<file path="config.mk">
export PLATFORM = sky130hd
export DESIGN_NAME = puwc_fifo
export DESIGN_NICKNAME = d
export VERILOG_FILES = /design/src/rtl/core/puwc_pkg.sv /design/src/rtl/core/puwc_fifo.sv
export SDC_FILE = /design/constraint.sdc
export NUM_CORES = 1
export LEC_CHECK = 0
export BUFFER_PORTS_ARGS = -buffer_cell sky130_fd_sc_hd__buf_2
export CORE_MARGIN = 5
export CORE_UTILIZATION = 61
export CTS_CLUSTER_SIZE = 30
export DETAILED_ROUTE_END_ITERATION = 8
export PLACE_DENSITY_LB_ADDON = 0.15
export SYNTH_ARGS = -nofsm -noshare
export SYNTH_HDL_FRONTEND = slang
export SYNTH_SLANG_ARGS = --single-unit
</file>
<file path="constraint.sdc">
create_clock -name clk -period 7.5 [get_ports clk]
set_clock_uncertainty 0.15 [all_clocks]
set_input_delay 0.75 -clock clk [delete_from_list [all_inputs] [get_ports clk]]
set_output_delay 0.75 -clock clk [all_outputs]
set_load 0.005 [all_outputs]
</file>
<file path="src/rtl/core/puwc_pkg.sv">
`timescale 1ns / 1ps
// shared constants and types for the periodic unwrap / weighted centre block
// no dependencies
package puwc_pkg;

	localparam int FRAC_BITS  = 16;
	localparam int FIFO_DEPTH = 4;
	localparam int FIFO_AW    = $clog2(FIFO_DEPTH);
	localparam int CFG_IDX_W  = 8;

	// divisor used when total_weight is zero
	localparam logic signed [31:0] WEIGHT_ONE = 32'(1) << FRAC_BITS;

	typedef enum logic [CFG_IDX_W-1:0] {
		REG_BOX_X        = CFG_IDX_W'(0),
		REG_BOX_Y        = CFG_IDX_W'(1),
		REG_BOX_Z        = CFG_IDX_W'(2),
		REG_TOTAL_WEIGHT = CFG_IDX_W'(3)
	} puwc_reg_t;

	typedef struct packed {
		logic [30:0] box_x;
		logic [30:0] box_y;
		logic [30:0] box_z;
	} puwc_box_t;

	// one unwrapped atom waiting for accumulation
	typedef struct packed {
		logic signed [31:0] px;
		logic signed [31:0] py;
		logic signed [31:0] pz;
		logic signed [31:0] w;
		logic               last;
		logic               err;
	} puwc_atom_t;

endpackage

</file>
<file path="src/rtl/core/puwc_fifo.sv">
`timescale 1ns / 1ps
// short queue of unwrapped atoms between the front and back sides
// depends on puwc_pkg
module puwc_fifo import puwc_pkg::*; (
	input  logic       clk,
	input  logic       arst_n,
	input  logic       push,
	input  puwc_atom_t push_data,
	input  logic       pop,
	output logic       full,
	output logic       not_empty,
	output puwc_atom_t head
);

	puwc_atom_t           mem [FIFO_DEPTH];
	logic [FIFO_AW-1:0]   wr_ptr_q;
	logic [FIFO_AW-1:0]   rd_ptr_q;
	logic [FIFO_AW:0]     count_q;

	assign full      = count_q == (FIFO_AW + 1)'(FIFO_DEPTH);
	assign not_empty = count_q != '0;
	assign head      = mem[rd_ptr_q];

	always_ff @(posedge clk) begin
		if (push) begin
			mem[wr_ptr_q] <= push_data;
		end
	end

	always_ff @(posedge clk or negedge arst_n) begin
		if (!arst_n) begin
			wr_ptr_q <= '0;
			rd_ptr_q <= '0;
			count_q  <= '0;
		end else begin
			if (push) begin
				wr_ptr_q <= wr_ptr_q + 1'b1;
			end
			if (pop) begin
				rd_ptr_q <= rd_ptr_q + 1'b1;
			end
			if (push && !pop) begin
				count_q <= count_q + 1'b1;
			end else if (pop && !push) begin
				count_q <= count_q - 1'b1;
			end
		end
	end

	a_no_pop_empty: assert property (@(posedge clk) disable iff (!arst_n)
		pop |-> count_q != '0)
		else $error("queue popped while empty");

	a_no_push_full: assert property (@(posedge clk) disable iff (!arst_n)
		push |-> count_q != (FIFO_AW + 1)'(FIFO_DEPTH))
		else $error("queue pushed while full");

endmodule

</file>
======== Word-level counts from Yosys, hierarchy flattened ========
Memory sizes are Yosys's and may differ from the RTL's.
Index checks and enable logic that the tools add are counted.
W data, S select, Z words.
cells by class
  multiplexer cells ....................... 4
  $add $sub $neg .......................... 4
  equal/unequal tests ..................... 1
  reduce and logical (&&, ||, !) cells .... 6
operators by type and width
  cell                   count
  $mux W3                2
  $add A2 B1 Y2 const B  2
  $add A3 B1 Y3 const B  1
  $eq A3 B3 Y1 const B   1
  $reduce_bool A3 Y1     1
  $sub A3 B1 Y3 const B  1
  $logic_and A1 B1 Y1    2
  $logic_not A1 Y1       2
  $mux W1                2
  $reduce_bool A2 Y1     1
word-level totals
  flip-flop bits (word level) ............. 7
  bits in writable memories ............... 520
  output and inout bits ................... 132
  memories kept ........................... 1
memories
  memory  words  width  read ports  clocked after memory_dff  wr ports  RTL line         text
  mem     4      130    1           0                         1         puwc_fifo.sv:15  puwc_atom_t mem [FIFO_DEPTH];

======== Depth between registers and ports, before layout ========
  word-level depth ........................ 4
  mapped depth ............................ 7

======== Least setup slack after synthesis ========
Ideal clock, no wire load.
  path type ............................... input to register
  start point ............................. input push
  end point ............................... memory mem[1][0] (netlist name), enable pin
  data required time ...................... 6.846 ns
  setup slack ............................. 3.118 ns
  arrival time ............................ 3.727 ns
  stages .................................. 1
  cells stage by stage .................... and2_1
on the way
  cells in the longest elaborated chain, start to end .. 2
ends and longest elaborated chain
  what                           RTL line         text
  from (decl)                    puwc_fifo.sv:7   input logic push,
  $mux W1                        puwc_fifo.sv:25  if (push) begin
  $mux W1 (implied by the code)  puwc_fifo.sv:26  mem[wr_ptr_q] <= push_data;
  to (decl)                      puwc_fifo.sv:15
No other way between the ends.

==> impl_metrics.json <==
{
  "status": "completed",
  "synth.yosys.seq_area_share": 0.825,
  "grt_antenna_before_repair": 10,
  "cp_max_fo": 69,
  "cts_sinks": 527,
  "worst_hold_path_type": "input pin to flop",
  "muxShareOfSynthArea": 0.154,
  "cts-buffers-inserted": 52,
  "final_util": 0.728,
  "power.density_mw_per_mm2": 386,
  "synth_top_area_cell": "edfxtp_1",
  "finalCritPeriodShare": 0.547,
  "clkPwrFrac": 0.277,
  "synth_cells": 714,
  "worstReg2RegEnd": "mem[1][119]$_DFFE_PP_",
  "via_count": 8369,
  "drt_iter0_drc": 540,
  "clk_path_buf_depth": 3,
  "start_kind": "flop",
  "crit_type": "flop to output port",
  "endpoint_kind": "output port",
  "syn2layout_area_growth_pct": 17.2,
  "fin_setup_tns_ns": 0,
  "grt_first_pass_wirelength_um": 52700,
  "io_buffer_count": 265,
  "synth_top_family_by_area": "multiplexers",
  "p_switching_mw": 2.31,
  "ant_nets": 0,
  "post_cts_buffers": 0,
  "reg2reg_from": "wr_ptr_q[1]$_DFFE_PN0P_",
  "syn_area_per_cell_um2": 26.8,
  "met2_usage": 0.311,
  "hold_viol": 0,
  "final_common_cell": "edfxtp_1",
  "gr-usage-met1": 0.270,
  "syn_area_mm2": 0.0191,
  "gp_congestion": 0.729,
  "slew-limit-headroom": 0.304,
  "grt_use_met3": 0.0601,
  "chipWidth_um": 187,
  "drt-pass1-iter-count": 4,
  "syn_nets": 854,
  "min_delay_path_depth": 2,
  "worst_slack_ns": 3.40,
  "die_area_mm2": 0.0350,
  "drive_gt1_frac": 0.456,
  "cts-root-buf": "clkbuf_16",
  "irDropWorstVdd_v": 0.000699,
  "min_period_ns": 4.10,
  "nNetsFinal": 1151,
  "cp.arrival_ns": 3.20,
  "place_area_mm2": 0.0208,
  "synthAdderAreaFrac": 0.00431,
  "drc": 0,
  "max_clock_freq_mhz": 244,
  "vias_per_cell": 5.78,
  "ys_types": 19,
  "io_pins": 266,
  "post-place-ws_ns": 3.95,
  "rsz0062_at_grt": "no",
  "grtUsageTotal": 0.195,
  "grt_max_degree": 118,
  "synth-simple-area-share": 0.00261,
  "clk_pin_slew_ns": 0.06,
  "synthTopCellsByArea": "edfxtp_1, mux4_2, dfrtp_1, buf_6, buf_2",
  "rows": 64,
  "r2r_cells": 4,
  "power_mw": 8.67,
  "stdcell_area_mm2": 0.0224,
  "clk_latency_ns": 0.54,
  "min_from": "pop",
  "layout_common_cells": "edfxtp_1, buf_2, mux4_2, clkbuf_16, clkbuf_1",
  "combPwrFrac": 0.254,
  "slew_violations": 0,
  "hold_end": "rd_ptr_q[0]$_DFFE_PN0P_",
  "post_cts_resized": 0,
  "p_leak_nw": 7.67,
  "cp.required_ns": 6.60,
  "setup_viol": 0,
  "drv_cap": 0,
  "wl_per_cell_um": 23.6,
  "synth_xor_area_frac": 0.00274,
  "yosys_warnings": 0,
  "ys_ff_latch": 527,
  "h-tree-depth": 2,
  "busiest_layer": "met2",
  "post-dp-hpwl_um": 20200,
  "worst_pin_slew_ns": 1.04,
  "timing.reg2reg.setup_slack_ns": 4.54,
  "intPower_mw": 6.37,
  "cts_tree": "built",
  "swShare": 0.266,
  "synth_compound_area_frac": 0.000261,
  "die_y_um": 187,
  "grt_pass1_vias": 8807,
  "core_mm2": 0.0308,
  "cts_hold_buf": 1,
  "seqPwrFrac": 0.469,
  "start_util": 0.621,
  "yosysTopAreaCellShare": 0.816,
  "wirelength_um": 34200,
  "grt-ovfl-total": 0
}
routing by layer:
metal	share of wire	vias to the layer above	wire, um
li1	-	3693	-
met1	0.40	4342	13600
met2	0.50	257	17000
met3	0.078	65	2670
met4	0.023	12	796
met5	0.0021	-	73
per-stage QoR:
step	std cells	hold slack [ns]
floorplan	714	0.299
global placement	1352	0.334
detailed placement	1352	0.353
CTS	1444	0.241
global route	1448	0.246
finish	1449	0.267
cells in the mapped netlist:
master,count
edfxtp_1,520
nand2_1,2
buf_6,10
nor2_1,1
inv_1,4
mux2_2,1
clkbuf_1,3
fa_1,1
buf_2,16
ha_1,5
and2_1,4
mux4_2,130
xor2_1,4
o21ai_0,1
buf_4,1
xnor2_1,2
nor3b_1,1
or3_1,1
dfrtp_1,7
critical path, stage by stage, from the launching register on:
cell     delay, ns
dfrtp_4       1.04
buf_4         0.86
mux4_2        0.45
buf_2         0.15
worst max path at each step:
stage | from | end | slack, ns | cells past startpoint
after floorplan | push | mem[1][0]$_DFFE_PP_ | 3.12 | 1
after global placement | rd_ptr_q[1]$_DFFE_PN0P_ | head[14] | 3.96 | 3
after detailed placement | rd_ptr_q[1]$_DFFE_PN0P_ | head[51] | 3.95 | 3
after CTS | rd_ptr_q[1]$_DFFE_PN0P_ | head[51] | 3.38 | 3
after global routing | rd_ptr_q[1]$_DFFE_PN0P_ | head[114] | 3.24 | 3
final | rd_ptr_q[1]$_DFFE_PN0P_ | head[67] | 3.40 | 3
power groups by stage:
stage | combinational, mW | sequential (mW) | clock, mW
after global routing | 2.40 | 4.12 | 2.59
after floorplan | 1.49 | 4.06 | 0
final | 2.20 | 4.07 | 2.40
after CTS | 2.28 | 4.08 | 2.45
after detailed placement | 2.26 | 4.14 | 0
after global placement | 2.26 | 4.11 | 0
sequential cells by signal (all words and copies together) (netlist names):
signal    flops
wr_ptr_q      2
mem         520
count_q       3
rd_ptr_q      2
layout make-up:
cell class / count / area, um^2
flip-flops and latches: 527 / 15800
fillers: 1747 / 8380
multi-input cells: 153 / 3140
repair buffers: 273 / 1400
clock buffers: 67 / 1400
well taps: 396 / 495
clock inverters: 24 / 185
inverters: 4 / 15.0
diodes: 5 / 12.5
kinds of logic (layout without fill, tap and decap cells):
kind of cell	after synthesis	in the layout
xor+xnor	6	6
fa+ha+maj	6	6
buf+inv	34	368
compound gates	1	1
flops	527	527
simple gates	9	9
mux	131	131
other cells	0	5
(Power assumes the default switching activity.)
