### config.mk
export PLATFORM = sky130hd
export DESIGN_NAME = puwc_front
export DESIGN_NICKNAME = d
export VERILOG_FILES = /design/src/rtl/core/puwc_pkg.sv /design/src/rtl/core/puwc_front.sv
export SDC_FILE = /design/constraint.sdc
export NUM_CORES = 2
export LEC_CHECK = 0
export BUFFER_PORTS_ARGS = -buffer_cell sky130_fd_sc_hd__buf_2
export CAP_MARGIN = 10
export CORE_UTILIZATION = 40
export CTS_CLUSTER_DIAMETER = 100
export DETAILED_ROUTE_END_ITERATION = 8
export PLACE_DENSITY = 0.59
export SLEW_MARGIN = 10
export SYNTH_ARGS = -nofsm -noshare
export SYNTH_HDL_FRONTEND = slang
export SYNTH_SLANG_ARGS = --single-unit
export TNS_END_PERCENT = 10
### constraint.sdc
create_clock -name clk -period 24.1 [get_ports clk]
set_input_delay 4.82 -clock clk [delete_from_list [all_inputs] [get_ports clk]]
set_output_delay 4.82 -clock clk [all_outputs]
set_load 0.05 [all_outputs]
### src/rtl/core/puwc_pkg.sv
`timescale 1ns / 1ps
// shared constants and types for the periodic unwrap / weighted centre block
// no dependencies
package puwc_pkg;

	localparam int FRAC_BITS  = 16;
	localparam int FIFO_DEPTH = 4;
	localparam int FIFO_AW    = $clog2(FIFO_DEPTH);
	localparam int CFG_IDX_W  = 8;

	// divisor used when total_weight is zero
	localparam logic signed [31:0] WEIGHT_ONE = 32'(1) << FRAC_BITS;

	typedef enum logic [CFG_IDX_W-1:0] {
		REG_BOX_X        = CFG_IDX_W'(0),
		REG_BOX_Y        = CFG_IDX_W'(1),
		REG_BOX_Z        = CFG_IDX_W'(2),
		REG_TOTAL_WEIGHT = CFG_IDX_W'(3)
	} puwc_reg_t;

	typedef struct packed {
		logic [30:0] box_x;
		logic [30:0] box_y;
		logic [30:0] box_z;
	} puwc_box_t;

	// one unwrapped atom waiting for accumulation
	typedef struct packed {
		logic signed [31:0] px;
		logic signed [31:0] py;
		logic signed [31:0] pz;
		logic signed [31:0] w;
		logic               last;
		logic               err;
	} puwc_atom_t;

endpackage

### src/rtl/core/puwc_front.sv
`timescale 1ns / 1ps
// input side: takes atom beats, tracks the reference atom and unwraps each axis
// depends on puwc_pkg, feeds puwc_fifo
module puwc_front import puwc_pkg::*; (
	input  logic         clk,
	input  logic         arst_n,
	input  puwc_box_t    box,
	input  logic         s_axis_tvalid,
	output logic         s_axis_tready,
	input  logic [127:0] s_axis_tdata,  // atom_x, atom_y, atom_z, atom_weight
	input  logic         s_axis_tlast,  // last_atom
	input  logic         fifo_full,
	output logic         push,
	output puwc_atom_t   push_data
);

	typedef struct packed {
		logic signed [31:0] p;
		logic               err;
	} unwrap_t;

	localparam logic signed [35:0] P_MAX = 36'sd2147483647;
	localparam logic signed [35:0] P_MIN = -36'sd2147483648;

	function automatic unwrap_t unwrap_axis(input logic signed [31:0] pos,
			input logic signed [32:0] d, input logic [30:0] bx);
		logic signed [35:0] b;
		logic signed [35:0] b3;
		logic signed [35:0] d2;
		logic signed [35:0] p;
		unwrap_t            r;
		b     = $signed({5'd0, bx});
		b3    = b + (b <<< 1);
		d2    = $signed({{2{d[32]}}, d, 1'b0});
		p     = $signed({{4{pos[31]}}, pos});
		r.err = 1'b0;
		if (d2 > b) begin
			p     = p - b;
			r.err = d2 > b3;
		end else if (d2 < -b) begin
			p     = p + b;
			r.err = d2 < -b3;
		end
		if (p > P_MAX) begin
			r.p   = P_MAX[31:0];
			r.err = 1'b1;
		end else if (p < P_MIN) begin
			r.p   = P_MIN[31:0];
			r.err = 1'b1;
		end else begin
			r.p = p[31:0];
		end
		return r;
	endfunction

	logic signed [31:0] pos_in  [3];
	logic signed [31:0] ref_sel [3];
	logic signed [32:0] d_in    [3];
	logic [30:0]        box_a   [3];
	logic signed [31:0] ref_q   [3];
	logic               at_start_q;

	logic               valid_s1;
	logic signed [31:0] pos_s1  [3];
	logic signed [32:0] d_s1    [3];
	logic signed [31:0] w_s1;
	logic               last_s1;
	unwrap_t            uw      [3];
	logic               accept;

	assign box_a[0] = box.box_x;
	assign box_a[1] = box.box_y;
	assign box_a[2] = box.box_z;

	assign s_axis_tready = !valid_s1 || !fifo_full;
	assign accept        = s_axis_tvalid && s_axis_tready;
	assign push          = valid_s1 && !fifo_full;

	always_comb begin
		for (int i = 0; i < 3; i++) begin
			pos_in[i]  = $signed(s_axis_tdata[32*i +: 32]);
			ref_sel[i] = at_start_q ? pos_in[i] : ref_q[i];
			d_in[i]    = $signed({pos_in[i][31], pos_in[i]})
				- $signed({ref_sel[i][31], ref_sel[i]});
		end
	end

	always_ff @(posedge clk or negedge arst_n) begin
		if (!arst_n) begin
			at_start_q <= 1'b1;
			valid_s1   <= 1'b0;
			for (int i = 0; i < 3; i++) begin
				ref_q[i] <= '0;
			end
		end else begin
			if (accept) begin
				valid_s1   <= 1'b1;
				at_start_q <= s_axis_tlast;
				if (at_start_q) begin
					for (int i = 0; i < 3; i++) begin
						ref_q[i] <= pos_in[i];
					end
				end
			end else if (push) begin
				valid_s1 <= 1'b0;
			end
		end
	end

	always_ff @(posedge clk) begin
		if (accept) begin
			for (int i = 0; i < 3; i++) begin
				pos_s1[i] <= pos_in[i];
				d_s1[i]   <= d_in[i];
			end
			w_s1    <= $signed(s_axis_tdata[127:96]);
			last_s1 <= s_axis_tlast;
		end
	end

	always_comb begin
		for (int i = 0; i < 3; i++) begin
			uw[i] = unwrap_axis(pos_s1[i], d_s1[i], box_a[i]);
		end
		push_data.px   = uw[0].p;
		push_data.py   = uw[1].p;
		push_data.pz   = uw[2].p;
		push_data.w    = w_s1;
		push_data.last = last_s1;
		push_data.err  = uw[0].err | uw[1].err | uw[2].err;
	end

endmodule

---- Yosys cells after proc, flatten, opt, wreduce, memory -nomap -nowiden ----
Memory sizes are Yosys's and may differ from the RTL's.
Cells that the tools add are included.
cells by class
  $add $sub $neg .......................... 18
  $lt $le $gt $ge ......................... 18
  multiplexer cells ....................... 28
  bitwise gates (word level) .............. 2
  reduce and logical (&&, ||, !) cells .... 7
operators with widths
  operator              number
  $lt 34x36->1          6
  $mux 36               6
  $sub 32x32->33        6
  $mux 32               6
  $gt 36x32->1 const B  3
  $lt 36x32->1 const B  3
  $neg 31->36           3
  $neg 33->36           3
  $gt 34x32->1          3
  $gt 34x34->1          3
  $add 31x32->33        3
  $add 32x32->33        3
  $mux 33               3
  $mux 1                13
  $logic_and 1x1->1     2
  $logic_not 1->1       2
  $or 1x1->1            2
  $reduce_and 2->1      1
  $reduce_bool 2->1     1
  $logic_or 1x1->1      1
word-level totals
  register bits ........................... 131
  RAM bits ................................ 195
  input bits .............................. 226
  logic and storage cells ................. 82
  memories kept ........................... 2
memory list
  name    depth  bits a word  rd ports  clocked after Yosys merged registers in  wr ports  RTL line          RTL
  d_s1    3      33           3         0                                        3         puwc_front.sv:65  logic signed [32:0] d_s1 [3];
  pos_s1  3      32           3         0                                        3         puwc_front.sv:64  logic signed [31:0] pos_s1 [3];

---- Logic depth before layout (Yosys ltp) ----
  depth after elaboration ................. 9
  depth in mapped cells ................... 29
  depth with buffers taken out ............ 29

---- Worst setup path after synthesis ----
OpenSTA, ideal clock, no wires.
  path type ............................... input-to-output
  start point ............................. input port box[1] in the netlist's numbering
  end point ............................... output port push_data[63] in the netlist's numbering
  data arrival time ....................... 10938 ps
  required time ........................... 19280 ps
  path slack .............................. 8342 ps
  stages on the path ...................... 22
  path buffers ............................ 0
  cell sequence ........................... inv_1 ha_1 nor2b_1 nand2_1 nor2_1 and4_1 nand3_1 nor2_1 nand2_1 xnor2_1 ha_1 a21o_1 a21o_1 a211o_1 a2111oi_0 a21oi_1 mux2_2 nor2_1 a21oi_1 xnor2_1 nor2_1 o41ai_1
RTL lines
  item         RTL line          RTL
  from (decl)  puwc_front.sv:7   input puwc_box_t box,
  to (decl)    puwc_front.sv:14  output puwc_atom_t push_data

==> impl_metrics.json <==
{
  "crit_path_end_kind": "output pin",
  "dpl.hpwl_mm": 125,
  "cp_data_arrival_time_ns": 12.00,
  "routed_via_density": 5.87,
  "die_width_um": 337,
  "clk_pin_slew_worst_paths_ns": 0.06,
  "final_nets": 6589,
  "finClkSkew_ns": 0.0176,
  "grt_overflow": 0,
  "seq_area_frac_synth": 0.207,
  "finalHoldViolations": 0,
  "critPathSlowestCell": "a211oi_1",
  "yosysWarnings": 0,
  "io_buffer_count": 357,
  "tns_ns": 0,
  "total_power_mw": 3.60,
  "whs_ns": 0.483,
  "utilization": 0.449,
  "drive_above_1_share": 0.114,
  "post-cts-setup-buffers": 0,
  "cts.sinks": 326,
  "power.density_nw_per_um2": 72.1,
  "synthTopCellsByArea": "ha_1 24%, edfxtp_1 15%, dfrtp_1 5.4%, a21oi_1 5.2%, xnor2_1 4.7%",
  "hold_path.class": "reg -> reg",
  "cts_tree": "built",
  "finalWeightedCongestion": 0.955,
  "antenna_left": 0,
  "ctsHoldBuffers": 0,
  "report.final.slew_viol_count": 0,
  "synth_nets": 6304,
  "tightest_slew_ns": 1.10,
  "instances_no_fill": 7024,
  "coreArea_um2": 111000,
  "yosysTopAreaCell": "ha_1",
  "die_area_um2": 114000,
  "crit_fanout": 33,
  "antenna_found_initial": 34,
  "drt_wl_total_mm": 153,
  "power_leakage_nw": 22.7,
  "critPathBufInv": 4,
  "grt_max_degree": 63,
  "setup_ws_ns": 7.28,
  "die_y_um": 337,
  "ys_seq_elements": 326,
  "crit_type": "in -> out",
  "cts_resized": 0,
  "grt_pass1_vias": 39600,
  "max_stage_delay_ns": 0.65,
  "dr.first_iter.drc_count": 2857,
  "clockBufferDepth": 3,
  "synth_edf_count": 228,
  "start_util": 0.405,
  "startpoint_type": "primary input",
  "placed_cell_area_um2": 48400,
  "num_vias": 41300,
  "synth_top_flop_cell": "edfxtp_1",
  "synth.cell_area_um2": 45000,
  "fin_crit_sh": 0.698,
  "dp_slack_ns": 7.22,
  "netlist.area_leader.share": 0.238,
  "status": "complete, no violations",
  "firstDrtPassIters": 5,
  "syn_inst": 5206,
  "area_growth_pct": 11.1,
  "crit_path_cell_trace": "buf_2 > inv_1 > ha_1 > nand3_1 > nor2_1 > and3_1 > nand3_1 > nor2_1 > xnor2_1 > ha_1 > nand4_1 > nor2_1 > nand2_1 > a211oi_1 > nor4_1 > o21bai_1 > mux2i_4 > buf_4 > nand2_1 > o21ai_0 > a21boi_2 > xnor2_1 > or4_1 > buf_2",
  "ir_worst_vdd_uv": 76.1,
  "ys_types": 95,
  "place_inst": 6933,
  "pin_count": 358,
  "crit_top_cell": "nor2_1",
  "setup_viol": 0,
  "placementRows": 122,
  "globalRouteTotalUtil": 0.261,
  "post_drt_wl_per_cell_um": 21.7,
  "cts-buffers-inserted": 44,
  "slew-limit-headroom": 0.247,
  "max_cap_violations": 0,
  "synth_area_per_cell_um2": 8.64,
  "required_ns": 19.28,
  "finalInstanceArea_um2": 49900,
  "rsz0062_at_grt": "false",
  "insertion_delay_ns": 0.61,
  "post-route-drc-count": 0,
  "cts.root.buffer_cell": "clkbuf_16",
  "fin_crit_ns": 16.82,
  "grt_pass1_wl_mm": 231,
  "synthArstFlopShare": 0.301,
  "cpLargestDelayFamily": "simple AND/OR/NAND/NOR gates",
  "fmax_mhz": 59.5,
  "htreeDepth": 2
}
-- cell type report --
cell class | count | area [um^2]
timing repair buffer | 390 | 2040
multi-input combinational | 4413 | 34000
tap | 1488 | 1860
antenna | 9 | 22.5
sequential | 326 | 9300
fill | 11100 | 61200
inverter | 316 | 1190
clock buffer | 57 | 1190
clock inverter | 25 | 350
-- flip-flops by register name, indices dropped and copies added, names as in the netlist --
register,count
w_s1,32
pos_s1,96
ref_q,96
at_start_q,1
valid_s1,1
last_s1,1
d_s1,99
-- worst paths after layout --
| path | startpoint | endpoint | cells after the start | slack (ns) |
|---|---|---|---|---|
| max | box[63] | push_data[0] | 24 | 7.28 |
| min | ref_q[65] | ref_q[65] | 2 | 0.48 |
| max reg2reg | at_start_q | d_s1[0][65] | 16 | 18.53 |
| min reg2reg | ref_q[65] | ref_q[65] | 2 | 0.48 |
| max in group asynchronous | arst_n | ref_q[64] | 2 | 18.82 |
| min in group asynchronous | arst_n | ref_q[31] | 1 | 4.16 |
-- metal layers --
| metal | up-vias | part of all wire | track usage | wire length (um) |
|---|---|---|---|---|
| met5 | - | 0.0014 | 0 | 218 |
| met4 | 34 | 0.031 | 0.0801 | 4710 |
| met3 | 260 | 0.064 | 0.0380 | 9830 |
| met2 | 1231 | 0.46 | 0.440 | 70400 |
| met1 | 19600 | 0.44 | 0.342 | 67400 |
| li1 | 20100 | - | - | - |
-- report_power, final --
group	leakage, nW	internal [mW]	total, mW	switching [mW]
combinational	18.6	0.754	2.03	1.28
clock	0.745	0.429	0.714	0.286
sequential	3.33	0.739	0.853	0.114
total	22.7	1.92	3.60	1.68
-- cell usage in the layout (no fill, tap or decap), types with 65 or more instances in the layout --
cell and instances:
ha_1 857, a21oi_1 467, nor2_1 369, buf_2 356
inv_1 316, o21ai_0 270, nand2_1 261, a21o_1 246
xnor2_1 239, edfxtp_1 228, nand3_1 132, mux2i_1 101
xor2_1 101, nand4_1 98, dfrtp_1 97, mux2_2 95
nor3_1 79, nand2b_1 70, and3_1 67, nor2b_1 65
-- cells in the mapped netlist (20+ instances only) --
| master | instances |
|---|---|
| a211oi_1 | 55 |
| a21o_1 | 246 |
| a21oi_1 | 468 |
| a221oi_1 | 27 |
| a22oi_1 | 26 |
| a31o_2 | 21 |
| a31oi_1 | 52 |
| and2_1 | 34 |
| and3_1 | 67 |
| and4_1 | 24 |
| clkbuf_1 | 125 |
| dfrtp_1 | 97 |
| edfxtp_1 | 228 |
| ha_1 | 857 |
| inv_1 | 316 |
| maj3_1 | 33 |
| mux2_2 | 95 |
| mux2i_1 | 103 |
| nand2_1 | 262 |
| nand2b_1 | 70 |
| nand3_1 | 132 |
| nand4_1 | 98 |
| nor2_1 | 370 |
| nor2b_1 | 65 |
| nor3_1 | 79 |
| nor4_1 | 34 |
| o211ai_1 | 35 |
| o21a_1 | 50 |
| o21ai_0 | 270 |
| o21bai_1 | 61 |
| o221ai_1 | 20 |
| o22ai_1 | 53 |
| o31ai_1 | 37 |
| or3_1 | 25 |
| xnor2_1 | 240 |
| xor2_1 | 102 |
-- cells by family (layout without fill, tap and decap cells) --
| kind of cell | Yosys count | count (layout) | synth area share |
|---|---|---|---|
| compound gates | 1643 | 1643 | 0.240 |
| xor+xnor | 343 | 343 | 0.0672 |
| fa+ha+maj | 905 | 905 | 0.253 |
| buf+inv | 467 | 788 | 0.0393 |
| flops | 326 | 326 | 0.207 |
| mux | 198 | 198 | 0.0467 |
| other cells | 0 | 9 | 0 |
| simple gates | 1324 | 1324 | 0.147 |
-- tightest hold or removal path, stage by stage (launching register included) --
cell and delay [ns]:
dfrtp_1 0.34, nand2_1 0.05, o21ai_0 0.06
(Power assumes the default switching activity.)
